`config.mk`:
```
export PLATFORM = sky130hd
export DESIGN_NAME = chat_flood_rate_limiter
export DESIGN_NICKNAME = d
export VERILOG_FILES = /design/src/design/cfrl_pkg.sv /design/src/design/chat_flood_rate_limiter.sv
export SDC_FILE = /design/constraint.sdc
export NUM_CORES = 1
export LEC_CHECK = 0
export BUFFER_PORTS_ARGS = -buffer_cell sky130_fd_sc_hd__buf_4
export CAP_MARGIN = 20
export CORE_UTILIZATION = 30
export CTS_BUF_LIST = sky130_fd_sc_hd__clkbuf_16
export DETAILED_ROUTE_END_ITERATION = 10
export GPL_ROUTABILITY_DRIVEN = 0
export GPL_TIMING_DRIVEN = 1
export PLACE_DENSITY_LB_ADDON = 0.05
export SLEW_MARGIN = 20
export SYNTH_ARGS = -nofsm -noshare
export SYNTH_HDL_FRONTEND = slang
export SYNTH_SLANG_ARGS = --single-unit
```
`constraint.sdc`:
```
create_clock -name clk -period 14.5 [get_ports clk]
set_clock_uncertainty 0.1 [all_clocks]
set_input_delay 0.725 -clock clk [delete_from_list [all_inputs] [get_ports clk]]
set_output_delay 0.725 -clock clk [all_outputs]
set_load 0.05 [all_outputs]
```
`src/design/cfrl_pkg.sv`:
```
`timescale 1ns / 1ps
`default_nettype none
// ----------------------------------------------------------------------------
// cfrl_pkg
// Shared types and constants for the chat flood rate limiter.
// ----------------------------------------------------------------------------
package cfrl_pkg;

  localparam int TICK_WIDTH_DEF = 32;

  localparam int NOW_W   = 32;
  localparam int CNT_W   = 16;
  localparam int SPAN_W  = 15;
  localparam int ADDR_W  = 5;
  localparam int DATA_W  = 32;

  // action modes
  localparam logic [1:0] MODE_OFF      = 2'd0;
  localparam logic [1:0] MODE_DROP     = 2'd1;
  localparam logic [1:0] MODE_REDIRECT = 2'd2;
  localparam logic [1:0] MODE_DETECT   = 2'd3;

  // verdict codes
  localparam logic [1:0] VERDICT_DELIVER  = 2'd0;
  localparam logic [1:0] VERDICT_DROP     = 2'd1;
  localparam logic [1:0] VERDICT_REDIRECT = 2'd2;

  // register indexes (byte address / 4)
  localparam logic [2:0] REG_ACTION_MODE   = 3'd0;
  localparam logic [2:0] REG_WINDOW_TICKS  = 3'd1;
  localparam logic [2:0] REG_MESSAGE_LIMIT = 3'd2;
  localparam logic [2:0] REG_LOCK_TICKS    = 3'd3;
  localparam logic [2:0] REG_REPORT_ENABLE = 3'd4;

  // register reset values
  localparam logic [1:0]        RST_ACTION_MODE   = MODE_OFF;
  localparam logic [SPAN_W-1:0] RST_WINDOW_TICKS  = 15'd5;
  localparam logic [SPAN_W-1:0] RST_MESSAGE_LIMIT = 15'd5;
  localparam logic [SPAN_W-1:0] RST_LOCK_TICKS    = 15'd15;
  localparam logic              RST_REPORT_ENABLE = 1'b1;

  typedef struct packed {
    logic [1:0] verdict;
    logic       flood_report;
  } result_t;

endpackage : cfrl_pkg
`default_nettype wire

```
`src/design/chat_flood_rate_limiter.sv`:
```
`timescale 1ns / 1ps
`default_nettype none
// ----------------------------------------------------------------------------
// chat_flood_rate_limiter
// Fixed-window message counter with lockout; gives a verdict per message.
// ----------------------------------------------------------------------------
// Usage:
//   Input stream (in_*): one request per chat message; in_tdata carries the
//   current tick, in_tuser the exempt-sender flag.
//   Output stream (out_*): one result per message, in order; out_tdata holds
//   the verdict (deliver, drop, redirect), out_tuser the flood report flag.
//   APB port (cfg_*): action mode, window length, message limit, lock length
//   and report enable at byte addresses 0x00..0x10; pready is always high.
//   Write registers only while no message is in flight.
// Timing:
//   The verdict is computed in the accept cycle from the state registers and
//   the request, and is registered into a two-entry result queue; throughput
//   is 1 message per cycle while in_tready is high, set by the state update.
//   When the receiver stalls, the queue absorbs one more message; in_tready
//   drops only once both entries are full.
// Reset:
//   rst_n (synchronous, active low) clears the counter, window, lock and the
//   queue, and loads the register defaults (mode off, 5, 5, 15, report on).
// ----------------------------------------------------------------------------
module chat_flood_rate_limiter #(
  parameter int TICK_WIDTH = cfrl_pkg::TICK_WIDTH_DEF
) (
  input  wire                         clk,
  input  wire                         rst_n,
  // input stream
  input  wire                         in_tvalid,
  output logic                        in_tready,
  input  wire  [31:0]                 in_tdata,   // [31:0] now_tick
  input  wire  [0:0]                  in_tuser,   // [0] sender_exempt
  // result stream
  output logic                        out_tvalid,
  input  wire                         out_tready,
  output logic [7:0]                  out_tdata,  // [1:0] verdict, [7:2] zero
  output logic [0:0]                  out_tuser,  // [0] flood_report
  // configuration
  input  wire                         cfg_psel,
  input  wire                         cfg_penable,
  input  wire                         cfg_pwrite,
  input  wire  [cfrl_pkg::ADDR_W-1:0] cfg_paddr,
  input  wire  [cfrl_pkg::DATA_W-1:0] cfg_pwdata,
  output logic [cfrl_pkg::DATA_W-1:0] cfg_prdata,
  output logic                        cfg_pready
);

  localparam int NW = (TICK_WIDTH < cfrl_pkg::NOW_W) ? TICK_WIDTH : cfrl_pkg::NOW_W;
  localparam int SW = NW + 1;
  localparam int SP = cfrl_pkg::SPAN_W;
  localparam int CW = cfrl_pkg::CNT_W;

  // --------------------------------------------------------------------------
  // configuration registers
  // --------------------------------------------------------------------------
  logic [1:0]    action_mode_r;
  logic [SP-1:0] window_ticks_r;
  logic [SP-1:0] message_limit_r;
  logic [SP-1:0] lock_ticks_r;
  logic          report_enable_r;

  logic       cfg_wr;
  logic [2:0] cfg_idx;

  assign cfg_pready = 1'b1;
  assign cfg_wr     = cfg_psel && cfg_penable && cfg_pwrite && cfg_pready;
  assign cfg_idx    = cfg_paddr[4:2];

  always_ff @(posedge clk) begin
    if (!rst_n) begin
      action_mode_r   <= cfrl_pkg::RST_ACTION_MODE;
      window_ticks_r  <= cfrl_pkg::RST_WINDOW_TICKS;
      message_limit_r <= cfrl_pkg::RST_MESSAGE_LIMIT;
      lock_ticks_r    <= cfrl_pkg::RST_LOCK_TICKS;
      report_enable_r <= cfrl_pkg::RST_REPORT_ENABLE;
    end else if (cfg_wr) begin
      case (cfg_idx)
        cfrl_pkg::REG_ACTION_MODE:   action_mode_r   <= cfg_pwdata[1:0];
        cfrl_pkg::REG_WINDOW_TICKS:  window_ticks_r  <= cfg_pwdata[SP-1:0];
        cfrl_pkg::REG_MESSAGE_LIMIT: message_limit_r <= cfg_pwdata[SP-1:0];
        cfrl_pkg::REG_LOCK_TICKS:    lock_ticks_r    <= cfg_pwdata[SP-1:0];
        cfrl_pkg::REG_REPORT_ENABLE: report_enable_r <= cfg_pwdata[0];
        default: ;
      endcase
    end
  end

  always_comb begin
    cfg_prdata = '0;
    case (cfg_idx)
      cfrl_pkg::REG_ACTION_MODE:   cfg_prdata[1:0]    = action_mode_r;
      cfrl_pkg::REG_WINDOW_TICKS:  cfg_prdata[SP-1:0] = window_ticks_r;
      cfrl_pkg::REG_MESSAGE_LIMIT: cfg_prdata[SP-1:0] = message_limit_r;
      cfrl_pkg::REG_LOCK_TICKS:    cfg_prdata[SP-1:0] = lock_ticks_r;
      cfrl_pkg::REG_REPORT_ENABLE: cfg_prdata[0]      = report_enable_r;
      default:                     cfg_prdata         = '0;
    endcase
  end

  // --------------------------------------------------------------------------
  // limiter state and single-pass update
  // --------------------------------------------------------------------------
  logic [CW-1:0] msg_count_r, msg_count_nxt;
  logic [NW-1:0] window_start_r, window_start_nxt;
  logic [NW-1:0] lock_start_r, lock_start_nxt;
  logic          lock_active_r, lock_active_nxt;

  logic              push, pop;
  logic [NW-1:0]     now;
  logic              limiting;
  logic              cnt_zero, win_expired, over_limit, lock_in_force;
  logic [CW-1:0]     cnt_base;
  logic [NW-1:0]     ls_base;
  logic              la_base, la_over;
  logic [SW-1:0]     win_end, lock_end;
  cfrl_pkg::result_t res;

  assign now      = in_tdata[NW-1:0];
  assign limiting = !in_tuser[0] && (action_mode_r != cfrl_pkg::MODE_OFF);
  assign push     = in_tvalid && in_tready;

  always_comb begin
    cnt_zero      = (msg_count_r == '0);
    win_end       = {1'b0, window_start_r} + SW'(window_ticks_r);
    win_expired   = !cnt_zero && (win_end < {1'b0, now});
    window_start_nxt = (cnt_zero || win_expired) ? now : window_start_r;
    ls_base       = cnt_zero ? now : lock_start_r;
    la_base       = cnt_zero ? 1'b0 : lock_active_r;
    cnt_base      = win_expired ? '0 : msg_count_r;
    msg_count_nxt = cnt_base + CW'(1);
    over_limit    = msg_count_nxt > CW'(message_limit_r);
    lock_start_nxt = over_limit ? now : ls_base;
    la_over       = over_limit || la_base;
    lock_end      = {1'b0, lock_start_nxt} + SW'(lock_ticks_r);
    lock_in_force = lock_end > {1'b0, now};
    lock_active_nxt = la_over && lock_in_force;

    res.flood_report = limiting && over_limit && !la_base && report_enable_r;
    res.verdict      = cfrl_pkg::VERDICT_DELIVER;
    if (limiting && lock_active_nxt) begin
      case (action_mode_r)
        cfrl_pkg::MODE_DROP:     res.verdict = cfrl_pkg::VERDICT_DROP;
        cfrl_pkg::MODE_REDIRECT: res.verdict = cfrl_pkg::VERDICT_REDIRECT;
        default:                 res.verdict = cfrl_pkg::VERDICT_DELIVER;
      endcase
    end
  end

  always_ff @(posedge clk) begin
    if (!rst_n) begin
      msg_count_r    <= '0;
      window_start_r <= '0;
      lock_start_r   <= '0;
      lock_active_r  <= 1'b0;
    end else if (push && limiting) begin
      msg_count_r    <= msg_count_nxt;
      window_start_r <= window_start_nxt;
      lock_start_r   <= lock_start_nxt;
      lock_active_r  <= lock_active_nxt;
    end
  end

  // --------------------------------------------------------------------------
  // two-entry result queue
  // --------------------------------------------------------------------------
  cfrl_pkg::result_t q_mem_r [2];
  logic              wr_ptr_r, rd_ptr_r;
  logic [1:0]        fifo_cnt_r;

  assign in_tready  = (fifo_cnt_r != 2'd2);
  assign out_tvalid = (fifo_cnt_r != 2'd0);
  assign pop        = out_tvalid && out_tready;
  assign out_tdata  = {6'd0, q_mem_r[rd_ptr_r].verdict};
  assign out_tuser  = q_mem_r[rd_ptr_r].flood_report;

  always_ff @(posedge clk) begin
    if (push) begin
      q_mem_r[wr_ptr_r] <= res;
    end
  end

  always_ff @(posedge clk) begin
    if (!rst_n) begin
      wr_ptr_r   <= 1'b0;
      rd_ptr_r   <= 1'b0;
      fifo_cnt_r <= 2'd0;
    end else begin
      if (push) wr_ptr_r <= !wr_ptr_r;
      if (pop)  rd_ptr_r <= !rd_ptr_r;
      case ({push, pop})
        2'b10:   fifo_cnt_r <= fifo_cnt_r + 2'd1;
        2'b01:   fifo_cnt_r <= fifo_cnt_r - 2'd1;
        default: fifo_cnt_r <= fifo_cnt_r;
      endcase
    end
  end

  // --------------------------------------------------------------------------
  // assertions
  // --------------------------------------------------------------------------
`ifndef ASSERT_OFF
  a_fifo_bound: assert property (@(posedge clk) disable iff (!rst_n)
    fifo_cnt_r <= 2'd2)
    else $error("result queue overfilled");

  a_fifo_drain: assert property (@(posedge clk) disable iff (!rst_n)
    pop && !push |=> fifo_cnt_r == $past(fifo_cnt_r) - 2'd1)
    else $error("result queue count lost a pop");

  a_exempt_hold: assert property (@(posedge clk) disable iff (!rst_n)
    push && !limiting |=> $stable(msg_count_r) && $stable(lock_active_r))
    else $error("state changed for an unlimited message");

  a_drop_mode: assert property (@(posedge clk) disable iff (!rst_n)
    push && res.verdict == cfrl_pkg::VERDICT_DROP |-> action_mode_r == cfrl_pkg::MODE_DROP)
    else $error("drop verdict outside drop mode");

  a_report_locks: assert property (@(posedge clk) disable iff (!rst_n)
    push && res.flood_report |-> over_limit && report_enable_r)
    else $error("flood report without an excess message");
`endif

endmodule : chat_flood_rate_limiter
`default_nettype wire
```
==> results of run 1 <==
==> state kept, by name, summed over array words and instances (netlist names), 6 cells and up, named ones only <==
register and flops:
lock_start_r 32, lock_ticks_r 15, message_limit_r 15, msg_count_r 16, q_mem_r 6, window_start_r 32, window_ticks_r 15
==> worst register-to-register path: cells and delay by family (launching register included) <==
family / cells / cell delay, ns
and+or+nand+nor: 16 / 3.11
buffers and inverters: 1 / 0.37
AOI/OAI and AO/OA: 19 / 5.38
xor gates and xnor gates: 3 / 0.44
adders and majority gates: 8 / 2.48
DFF: 1 / 0.34
muxes: 2 / 0.64
==> layout by cell type, fill, tap and decap left out, drive strengths merged, types with 8 or more instances in the layout <==
cell and instances:
xnor2 51, mux2i 31, a211oi 11, or3 13
and2 11, nand3 89, ha 111, dfxtp 134
o21ai 60, nor4 8, nand2b 27, nor3 20
buf 90, a21o 22, mux2 32, clkbuf 18
xor2 36, a311oi 8, and3 15, a22oi 14
conb 24, nand4 32, nand2 155, o211a 17
nor2b 11, inv 67, a21oi 142, nor2 83
==> routing by layer <==
| metal | track usage | vias up |
|---|---|---|
| met5 | 0 | - |
| li1 | - | 4911 |
| met3 | 0.0295 | 16 |
| met2 | 0.316 | 98 |
| met1 | 0.258 | 4582 |
| met4 | 0.0433 | 0 |
==> Yosys cell counts (13+ instances only) <==
cell type,count,area (µm²)
dfxtp_1,134,2680
buf_4,24,180
ha_1,111,1390
clkbuf_1,52,195
mux2_2,26,293
nor2_1,82,308
nor3_1,19,95.1
a21oi_1,141,706
o211a_1,17,170
nand4_1,32,200
nand3_1,89,445
mux2i_1,31,310
a21o_1,22,165
or3_1,13,81.3
nand2_1,154,578
xor2_1,35,307
o21ai_0,57,285
inv_1,62,233
a22oi_1,14,105
xnor2_1,51,447
nand2b_1,27,169
==> cell type report <==
cell class	count	area (µm²)
multi-input cells	1093	7480
flip-flops and latches	140	2860
clock inverters	14	143
repair buffers	90	676
clock buffers	18	450
fillers	3815	23200
well taps	461	577
inverters	63	238
==> final timing paths <==
check                             startpoint                               to  slack, ns
max           window_ticks_r[0]$_SDFFE_PN1P_          q_mem_r[1][1]$_DFFE_PP_       1.37
min reg2reg  message_limit_r[7]$_SDFFE_PN0P_  message_limit_r[7]$_SDFFE_PN0P_       0.38
max reg2reg   window_ticks_r[0]$_SDFFE_PN1P_          q_mem_r[1][1]$_DFFE_PP_       1.37
min          message_limit_r[7]$_SDFFE_PN0P_  message_limit_r[7]$_SDFFE_PN0P_       0.38
==> through the flow <==
step / area, µm² / hold WS (ns)
after floorplan: 11000 / 0.346
after global placement: 11800 / 0.360
after detailed placement: 11800 / 0.367
after CTS: 12400 / 0.377
after global routing: 12400 / 0.400
final: 12400 / 0.378
==> where the power goes <==
part	switching (µW)	total [µW]	internal (µW)
clock network	191	454	264
logic	116	182	65.9
registers	7.12	405	398
total	314	1040	727
==> logic make-up (layout without fill, tap and decap cells) <==
family	Yosys count	in the layout	share of synthesized area
buf+inv	149	185	0.0622
simple gates	477	477	0.212
fa+ha+maj	113	113	0.131
flops	140	140	0.263
other cells	2	24	0.000689
compound gates	327	327	0.192
xor+xnor	87	87	0.0716
mux	65	65	0.0677
==> results.md, run 1 <==
- Run status: complete, but fails checks
- Failing checks: design-rule violations
- Area grow syn2layout: 13.9%
- Clock transition at path regs: around 0.060 ns
- Num CTS Buffers: 17
- Met1 WL: roughly 17000 µm
- Root buffer cell: clkbuf_16
- Worst Reg-to-Reg Cells: between 40 and 50
- Clock latency on the worst-skew pair: about 0.44 ns
- Proportion of layout cells with a drive suffix above 1: 0.126
- Lkg Pwr: about 0.0053 µW
- H-tree depth: 4
- Async S/R FF share, synth: 0
- Worst Path Required: about 15 ns
- Hold/Removal Path Class: reg -> reg
- Site Rows: 69
- Critical Path AT: 13.18 ns
- Final worst slack: around 1.4 ns
- Postcts setup bufs: 0
- Die area: 37100 µm²
- Overall die width: 193 µm
- Final HPWL DP: ~26000 µm
- Pin count of the biggest net entering global routing: 93
- Seq cells post-synth: 140
- Port bufs: 77
- Setup violations, final: 0
- Top Metal Used: met4
- Gr ovfl total: 0
- Mean Syn Cell Area: roughly 8 µm²
- Setup Crit Path Kind: reg -> reg
- Drt wl/cell: around 18 µm
- P per Cell Area: around 84 nW/µm²
- Core ar.: 35700 µm²
- Tmin final: approximately 13 ns
- CTS tree: yes
- Place WS: ~1.3 ns
- Vert. Die Dim: a little under 200 µm
- CP delay by family, top: compound AO/OA/AOI/OAI gates
- Synth Flop Type: dfxtp_1
- First-pass GRT wire length: ~54000 µm
- Via density: between 5 and 6
- WHS Path Cells: 2
- All-Layer GR Usage: 0.191
- Seq/Total Area, Yosys: 0.263
- Inst Count DP: approximately 1800
- Crit path launch type: flip-flop
- Netlist cell types: between 70 and 80
- Remaining routing DRC violations: 6
- CP max stage cell: a2111oi_0
- Post-Syn Area: around 11000 µm²
- Final hold vios: 0
- Setup_tns: 0 ns
- Finished Layout Cells: around 1900
- Worst path max stage delay: 0.60 ns
- Detailed Route WL: roughly 35000 µm
- Antenna Nets Post-Route: 0
- Crit Path Max Fanout: 14
- Drt first pass iters: 7
- Total Power: 1040 µW
- Initial DRC count: ~390
- Quantity of hold-fixing buffers added after cts: 0
- Slew @ Worst Pin: 1.03 ns
- Initial cell density of the core: 0.306
- Fin. max-slew vios: 0
- Util after Layout: 0.348
- Wire length on met3: between 700 and 800 µm
- CTS Buffer Depth: 2
- Antenna diode count: 0
- CP Capture Type: flip-flop
- RSZ-0062 raised after global routing: no
- # IOs: 121
- FMAX: about 0.076 GHz
- # resized after CTS: 0
- Initial antenna violation count: 0
- Cell mode on critical path: ha_1
- Clock sink total: 140
- VDD IR-drop max: ~0.077 mV
- Vias: between 9000 and 10000
- Slew HR: 0.309
- Layout net count: between 1500 and 2000
- Stages on worst setup path: between 40 and 50
- EDFF count, synth: 6
- Vias in the first global route: slightly above 9000
- Maxcap violations: 0
- Mapped Cells: about 1400
- Synth Warn #: 0
- Buf+Inv Stages, Crit Path: 1
- Period utilization: 0.906
- DR WL met2: 16100 µm
(Power assumes the default switching activity.)
==> run 2: changes to the inputs <==
Settings changed: RECOVER_POWER set to 25.
==> run 2 against run 1 <==
The run ends with design-rule violations, max-capacitance violations, max-slew violations left. Count of clock-buffer cells in the layout unchanged. Sequential power about the same. Worst setup slack worse by 0.012 ns. Sequential cell count unchanged. Sequential share of layout area up 0.063 points. Final area down 0.27%. Final cell count unchanged. Wire length up 0.24%. Die area unchanged. Fmax about the same. Global-route usage unchanged.
==> results.md, run 2 (synthesis gave the netlist of run 1 again) <==
- Run status: complete, but fails checks
- Failing checks: design-rule violations, max-capacitance violations, max-slew violations
- Clock transition at path regs: 0.07 ns (about the same)
- Proportion of layout cells with a drive suffix above 1: 0.120 (-0.00635)
- Vias in the first global route: 9331 (unchanged)
- Initial antenna violation count: 0 (unchanged)
- Layout net count: 1595 (unchanged)
- Hold EP: message_limit_r[12]$_SDFFE_PN0P_
- P per Cell Area: 83.7 nW/µm² (-0.23%)
- Antenna diode count: 0 (unchanged)
- Vert. Die Dim: 193 µm (unchanged)
- Port bufs: 77 (unchanged)
- Crit path launch type: flip-flop
- Reg2Reg Setup Slack: 1.36 ns (about the same)
- Gr ovfl total: 0 (unchanged)
- Antenna Nets Post-Route: 0 (unchanged)
- Root buffer cell: clkbuf_16
- Slew HR: -1.85 (-2.16)
- Final HPWL DP: 26000 µm (unchanged)
- Reg2reg end: q_mem_r[0][1]$_DFFE_PP_
- Final worst slack: 1.36 ns (-0.0124 ns)
- Vias: 9649 (+0.44%)
- H-tree depth: 4 (unchanged)
- Lkg Pwr: 0.00523 µW (-0.71%)
- Period utilization: 0.906 (about the same)
- CP max stage cell: a2111oi_0
- Setup violations, final: 0 (unchanged)
- CTS tree: yes
- Die area: 37100 µm² (unchanged)
- All-Layer GR Usage: 0.191 (unchanged)
- Leading cell type in the layout, fill and taps excluded: nand2_1
- Most frequent cells in the layout: 154 x nand2_1, 140 x a21oi_1, 134 x dfxtp_1
- Fin. max-slew vios: 108 (+108)
- Final hold vios: 0 (unchanged)
- # IOs: 121 (unchanged)
- Cell mode on critical path: ha_1
- Worst hold start: message_limit_r[12]$_SDFFE_PN0P_
- Overall die width: 193 µm (unchanged)
- Clock latency on the worst-skew pair: 0.44 ns (about the same)
- Initial cell density of the core: 0.306 (unchanged)
- Worst Path Required: 14.55 ns (about the same)
- CP Capture Type: flip-flop
- Detailed Route WL: 34600 µm (+0.24%)
- RSZ-0062 raised after global routing: no
- Worst Reg-to-Reg Cells: 49 (unchanged)
- Place WS: 1.32 ns (unchanged)
- Site Rows: 69 (unchanged)
- CP delay by family, top: compound AO/OA/AOI/OAI gates
- Buf+Inv Stages, Crit Path: 1 (unchanged)
- Via density: 5.14 (+0.44%)
- Remaining routing DRC violations: 6 (unchanged)
- Drt wl/cell: 18.4 µm (+0.24%)
- Top Registers: lock_start_r (32), window_start_r (32), msg_count_r (16)
- VDD IR-drop max: 0.0769 mV (+0.18%)
- Tmin final: 13.14 ns (+0.0124 ns)
- Postcts setup bufs: 0 (unchanged)
- Initial DRC count: 402 (+3.6%)
- Pin count of the biggest net entering global routing: 93 (unchanged)
- Clock sink total: 140 (unchanged)
- Num CTS Buffers: 17 (unchanged)
- Setup_tns: 0 ns (unchanged)
- Hold/Removal Path Class: reg -> reg
- Drt first pass iters: 8 (+1)
- Area grow syn2layout: 13.6%
- # resized after CTS: 0 (unchanged)
- Core ar.: 35700 µm² (unchanged)
- Worst path max stage delay: 0.60 ns (about the same)
- Setup Crit Path Kind: reg -> reg
- # fillers: 3820 (+0.13%)
- First-pass GRT wire length: 53800 µm (unchanged)
- Crit Path Max Fanout: 14 (unchanged)
- FMAX: 0.0761 GHz (about the same)
- CTS Buffer Depth: 2 (unchanged)
- Reg2reg start: window_ticks_r[0]$_SDFFE_PN1P_
- Quantity of hold-fixing buffers added after cts: 0 (unchanged)
- Maxcap violations: 2 (+2)
- Worst hold slack: 0.379 ns (+0.00124 ns)
- Slew @ Worst Pin: 4.28 ns (+3.25 ns)
- WHS Path Cells: 2 (unchanged)
- Critical Path AT: 13.20 ns (+0.02 ns)
-- run 2: changes by cell type in the layout (fill, tap and decap cells not counted) --
cell | previous run | this run
clkinvlp_2 | 0 | 1
clkinv_2 | 2 | 1
buf_4 | 90 | 80
clkbuf_1 | 0 | 9
clkbuf_4 | 0 | 1
-- run 2: cell type report --
cell class	instances	area (µm²)	share of cell area
clock buffer	18	450	0.0364
clock inverter	14	143	0.0115
inverter	63	238	0.0192
multi-input combinational	1093	7480	0.603
sequential	140	2860	0.231
tap	461	577	0.0466
timing repair buffer	90	642	0.0518
-- run 2: worst max path at each step --
stage	slack, ns	to	cells past startpoint	from
4_1_cts	1.25	q_mem_r[0][1]$_DFFE_PP_	49	window_ticks_r[0]$_SDFFE_PN1P_
5_1_grt	0.54	q_mem_r[1][2]$_DFFE_PP_	49	window_ticks_r[0]$_SDFFE_PN1P_
3_3_place_gp	1.37	q_mem_r[0][1]$_DFFE_PP_	49	window_ticks_r[0]$_SDFFE_PN1P_
6_report	1.36	q_mem_r[0][1]$_DFFE_PP_	49	window_ticks_r[0]$_SDFFE_PN1P_
3_5_place_dp	1.32	q_mem_r[0][1]$_DFFE_PP_	49	window_ticks_r[0]$_SDFFE_PN1P_
2_1_floorplan	3.79	q_mem_r[0][1]$_DFFE_PP_	51	window_ticks_r[0]$_SDFFE_PN1P_
-- run 2: through the flow --
step | area, µm² | total power, µW | util | std cells
final | 12400 | 1040 | 0.347 | 1879
after global routing | 12400 | 1080 | 0.347 | 1879
after CTS | 12400 | 1060 | 0.348 | 1879
after detailed placement | 11800 | 598 | 0.332 | 1847
after global placement | 11800 | 598 | 0.332 | 1847
after floorplan | 11000 | 545 | - | 1382
-- run 2: power breakdown --
part	internal, µW	leakage, µW	switching [µW]	total [µW]
clock	264	0.000288	191	455
sequential	398	0.00114	7.13	405
combinational	60.2	0.00380	117	177
total	721	0.00523	315	1040
-- run 2: per-layer routing --
layer	track usage	routed length (µm)	vias to the layer above
li1	-	-	4913
met1	0.258	17300	4617
met2	0.316	16200	103
met3	0.0295	764	16
met4	0.0433	400	0
met5	0	0	-
-- run 2: worst min-delay path, cell delays in order (launching register included) --
cell and delay, ns:
dfxtp_1 0.32, nand2_1 0.05, a21oi_1 0.06
